$ cat src/rtl/pphash_pkg.sv
`timescale 1ns / 1ps
// ----------------------------------------------------------------------------
// pphash_pkg: shared types and constants of the prefix polynomial hash table
// widths, request and status codes, register indexes and the control bundle
// of the shared modular reduction unit
// ----------------------------------------------------------------------------
package pphash_pkg;

  // string store
  localparam int unsigned MAX_CHARS = 1024;
  localparam int unsigned ADDR_W    = $clog2(MAX_CHARS);
  localparam int unsigned LEN_W     = $clog2(MAX_CHARS + 1);
  localparam int unsigned IDX_W     = 10;
  localparam int unsigned BYTE_W    = 8;

  // hash arithmetic
  localparam int unsigned HASH_W    = 31;
  localparam int unsigned PROD_W    = 2 * HASH_W;
  localparam int unsigned DIV_W     = 64;
  localparam int unsigned OFF_W     = HASH_W + 7;

  // radix-4 reduction: two dividend bits retired per step
  localparam int unsigned RED_LONG_STEPS  = DIV_W / 2;
  localparam int unsigned RED_SHORT_STEPS = DIV_W / 4;
  localparam int unsigned RED_STEP_W      = $clog2(RED_LONG_STEPS);

  // register reset values
  localparam logic [HASH_W-1:0] BASE_RESET = HASH_W'(31);
  localparam logic [HASH_W-1:0] MOD_RESET  = HASH_W'(257);

  typedef enum logic [1:0] {
    REQ_APPEND = 2'd0,
    REQ_QUERY  = 2'd1,
    REQ_CLEAR  = 2'd2
  } req_e;

  typedef enum logic [1:0] {
    ST_OK    = 2'd0,
    ST_FULL  = 2'd1,
    ST_RANGE = 2'd2
  } status_e;

  typedef enum logic {
    REG_BASE = 1'b0,
    REG_MOD  = 1'b1
  } reg_e;

  typedef struct packed {
    logic start;     // load dividend and modulus, begin stepping
    logic short_op;  // dividend holds only its upper half
  } red_ctl_t;

endpackage

$ cat src/rtl/pphash_modred.sv
`timescale 1ns / 1ps
// ----------------------------------------------------------------------------
// pphash_modred: shared iterative modular reduction unit
// reduces a 64-bit dividend, or only its upper half, modulo a 31-bit modulus, two bits per cycle
// ----------------------------------------------------------------------------
module pphash_modred import pphash_pkg::*; (
  input  logic              clk_i,
  input  logic              rst_ni,
  input  red_ctl_t          ctl_i,
  input  logic [DIV_W-1:0]  dividend_i,
  input  logic [HASH_W-1:0] modulus_i,
  output logic              done_o,
  output logic [HASH_W-1:0] result_o
);

  logic                  busy_q;
  logic                  done_q;
  logic [RED_STEP_W-1:0] cnt_q;
  logic [DIV_W-1:0]      div_q;
  logic [HASH_W-1:0]     rem_q;
  logic [HASH_W-1:0]     m1_q;
  logic [HASH_W:0]       m2_q;
  logic [HASH_W+1:0]     m3_q;
  logic [HASH_W+1:0]     trial;
  logic [HASH_W+1:0]     rem_d;

  // remainder stays below m, so trial stays below 4m
  always_comb begin
    trial = {rem_q, div_q[DIV_W-1 -: 2]};
    if (trial >= m3_q) begin
      rem_d = trial - m3_q;
    end else if (trial >= {1'b0, m2_q}) begin
      rem_d = trial - {1'b0, m2_q};
    end else if (trial >= {2'b00, m1_q}) begin
      rem_d = trial - {2'b00, m1_q};
    end else begin
      rem_d = trial;
    end
  end

  always_ff @(posedge clk_i or negedge rst_ni) begin
    if (!rst_ni) begin
      busy_q <= 1'b0;
      done_q <= 1'b0;
      cnt_q  <= '0;
    end else begin
      done_q <= busy_q && (cnt_q == '0);
      if (ctl_i.start) begin
        busy_q <= 1'b1;
        cnt_q  <= ctl_i.short_op ? RED_STEP_W'(RED_SHORT_STEPS - 1)
                                 : RED_STEP_W'(RED_LONG_STEPS - 1);
      end else if (busy_q) begin
        if (cnt_q == '0) begin
          busy_q <= 1'b0;
        end
        cnt_q <= cnt_q - RED_STEP_W'(1);
      end
    end
  end

  always_ff @(posedge clk_i) begin
    if (ctl_i.start) begin
      div_q <= dividend_i;
      rem_q <= '0;
      m1_q  <= modulus_i;
      m2_q  <= {modulus_i, 1'b0};
      m3_q  <= {1'b0, modulus_i, 1'b0} + {2'b00, modulus_i};
    end else if (busy_q) begin
      div_q <= div_q << 2;
      rem_q <= rem_d[HASH_W-1:0];
    end
  end

  assign done_o   = done_q;
  assign result_o = rem_q;

  // a finished residue is always fully reduced
  a_result_reduced: assert property (@(posedge clk_i) disable iff (!rst_ni)
    done_q |-> (rem_q < m1_q))
    else $error("reduction result not below modulus");

  // the sequencer never restarts the unit mid-reduction
  a_no_start_busy: assert property (@(posedge clk_i) disable iff (!rst_ni)
    ctl_i.start |-> !busy_q)
    else $error("reduction started while busy");

  // completion comes in the cycle after the last step
  a_done_after_busy: assert property (@(posedge clk_i) disable iff (!rst_ni)
    done_q |-> (!busy_q && $past(busy_q)))
    else $error("done without a finishing step");

endmodule

$ cat config.mk
export PLATFORM = sky130hd
export DESIGN_NAME = pphash_modred
export DESIGN_NICKNAME = d
export VERILOG_FILES = /design/src/rtl/pphash_pkg.sv /design/src/rtl/pphash_modred.sv
export SDC_FILE = /design/constraint.sdc
export NUM_CORES = 1
export LEC_CHECK = 0
export BUFFER_PORTS_ARGS = -buffer_cell sky130_fd_sc_hd__buf_2
export CORE_MARGIN = 10
export CORE_UTILIZATION = 50
export DETAILED_ROUTE_END_ITERATION = 7
export GPL_TIMING_DRIVEN = 0
export PLACE_DENSITY = 0.76
export SLEW_MARGIN = 20
export SYNTH_ARGS = -nofsm -noshare
export SYNTH_HDL_FRONTEND = slang
export SYNTH_SLANG_ARGS = --single-unit
$ cat constraint.sdc
create_clock -name clk_i -period 3.8 [get_ports clk_i]
set_input_delay 0.76 -clock clk_i [delete_from_list [all_inputs] [get_ports clk_i]]
set_output_delay 0.76 -clock clk_i [all_outputs]
set_load 0.01 [all_outputs]
==> flow_summary.toml <==
[status]
status = "complete, no violations"

[yosys]
synthesis.area_mm2 = 0.01356
yosysSeqAreaShare_pct = 33.99
yosysMostFrequentCell = "ha_1"
ys_top_cells_by_count = "ha_1, edfxtp_1, a21oi_1"
avgSynthCellArea_um2 = 9.399
synth_nets = 1674
synth_seq_cells = 165
synth_cells = 1443
netlist.top_cell.by_area = "edfxtp_1"
yosys-top-cells-area = "edfxtp_1, ha_1, mux2_2"
synth_edf_count = 127
yosys_most_used_dff = "edfxtp_1"
async_flop_share_pct = 4.242
ys_types = 91
yosys_warnings = 0
synth_top_area_share_pct = 28.12

[setup_path]
r2r.worst_path.cells = 11
cp.required_ns = 4.14
worstPathMaxFanout = 4
critPathLaunchType = "flip-flop"
worstPathArrival_ns = 3.98
critical_path_class = "flip-flop to flip-flop"
endpoint_kind = "flip-flop"

[sta]
fin_tns_setup_ns = 0
relSlewSlack_pct = 33.75
max_freq_ghz = 0.2752
skew_ns = 0.01092
worstMarginPinSlew_ns = 0.9938
setup_viol = 0
finalMaxSlewViolations = 0
layout_setup_ws_ns = 0.1662
hold_viol_final = 0
fin_crit_sh_pct = 95.63
grt_setup_unrepaired = "no"
min_period_ns = 3.634

[die]
fp.dieW_um = 184.7
rows = 60
top_level_ports = 131
core_area_mm2 = 0.02680
die_area_mm2 = 0.03411
initial_core_util_pct = 50.61
die_h_um = 184.7

[routing]
drt-initial-drc-count = 1131
top_layer_used = "met5"
via_per_inst = 6.089
firstDrtPassIters = 7
totalWireLength_um = 40130
vias = 11900
wl_met2_um = 18460
ant_nets = 0
wl_met1_um = 16920
drc = 0
routedWlPerCell_um = 20.54
wl_met3_um = 3469

[cells_and_area]
layout-drive-gt1-share_pct = 18.13
multi_input_area_mm2 = 0.008398
syn_to_final_growth_pct = 13.47
regArea_mm2 = 0.004609
instances_no_fill = 1954
final_nets = 1829
final_cell_area_mm2 = 0.01539
fillerInstances = 2346

[place]
dpl.hpwl_um = 31690
portBuffers = 130
place_ws_ns = -0.5062
dp.cells = 1916
gp_congestion = 0.9880
dpl_cell_area_mm2 = 0.01470

[global_routing]
grt_max_degree = 64
grt_remaining_overflow = 0
grt_pass1_wl_um = 62910
grt_usage_pct = 23.32
grt_pass1_vias = 11770
antenna_found_initial = 3

[clock_tree]
cts_buffer_depth = 2
ctsHtreeMaxLevel = 4
hold_buffers = 0
cts.sinks = 165
numCtsBuffers = 17
clk_latency_ns = 0.44
clkTransAtPathRegs_ns = 0.08
cts_tree = "done"
cts-root-buf = "clkbuf_16"

[pwr]
power_density_mw_per_mm2 = 657.7
ir_drop_mv = 0.3581
p_leak_uw = 0.006773
power.total_uw = 10120

[job]
max_cap_violations = 0

[worst_hold_path]
hp-class = "primary input to async pin"
[cell families (layout without fill, tap and decap cells)]
group | after synthesis | count (layout) | share of synthesized area (%)
adders and majority gates | 132 | 132 | 12.40
buffers and inverters | 149 | 317 | 4.400
DFF | 165 | 165 | 33.99
and+or+nand+nor | 371 | 371 | 13.75
xor gates and xnor gates | 92 | 92 | 5.941
AOI/OAI and AO/OA | 452 | 452 | 22.84
other | 0 | 2 | 0
muxes | 82 | 82 | 6.688
[worst max-delay path: stages (launching register included)]
cell       delay (ns)
edfxtp_1         0.47
inv_1            0.13
ha_1             0.25
nor2b_1          0.14
o31a_1           0.30
o21ai_0          0.47
a31oi_1          0.28
a221oi_2         0.50
mux2_2           0.41
a2bb2oi_1        0.16
a311o_1          0.33
o311ai_1         0.08
[worst paths after layout]
kind | to | slack (ns) | startpoint
max | result_o[28] | 0.17 | m2_q[2]
min | busy_q | 0.14 | rst_ni
max reg2reg | result_o[28] | 0.17 | m2_q[2]
min reg2reg | cnt_q[1] | 0.54 | cnt_q[1]
max in group asynchronous | cnt_q[3] | 3.51 | rst_ni
min in group clk_i | cnt_q[4] | 0.51 | ctl_i[0]
[through the flow]
stage               hold WS (ns)  util [%]
CTS                       0.1329     57.22
detailed placement        0.5197     54.84
global route              0.1480     57.41
finish                    0.1368     57.42
floorplan                 0.4644         -
global placement          0.5163     54.63
[where the power goes]
part	internal, uW	switching [uW]
Clock	905	872
Combinational	2330	3400
Sequential	2260	363
[layout make-up]
cell class	instances	share of cell area [%]
antenna	2	0.03252
buffer	39	1.220
clock buffer	17	2.764
clock inverter	15	1.244
inverter	110	2.699
multi-input combinational	1129	54.57
sequential	165	29.95
tap	341	2.772
timing repair buffer	136	4.748
[layer usage]
layer	vias to the layer above	GRT usage (%)
li1	5776	-
met1	5506	29.73
met2	521	38.43
met3	92	4.489
met4	2	8.453
met5	-	0
[flip-flops by register name, indices dropped and copies added, names as in the netlist]
signal and cells:
cnt_q 5, busy_q 1, m3_q 33, done_o 1
div_q 64, m2_q 30, result_o 31
[what timing repair did]
action	in CTS	in global routing
setup buffers	1	3
gates resized for setup	3	8
endpoints found under the setup margin	31	25
pin swaps	1	2
[placed cells by master, fill, tap and decap left out, drive strengths merged, types with 10 or more instances in the layout]
cell,Yosys,final
mux2,69,69
nor3,32,32
or3,15,15
inv,109,119
mux2i,13,13
nand3,35,35
a21oi,120,120
nand4,17,17
o2111ai,10,10
ha,128,128
xor2,32,32
a31oi,18,18
clkbuf,25,43
o211ai,17,17
buf,14,149
nor4,10,10
o21ai,89,89
nand2,90,90
nor2,84,84
edfxtp,127,127
xnor2,60,60
nor2b,12,12
a211oi,25,25
dfxtp,31,31
nand2b,16,16
a21o,47,47
and2,11,11
o21a,24,24
and3,18,18
Power figures use the tool's default switching activity.
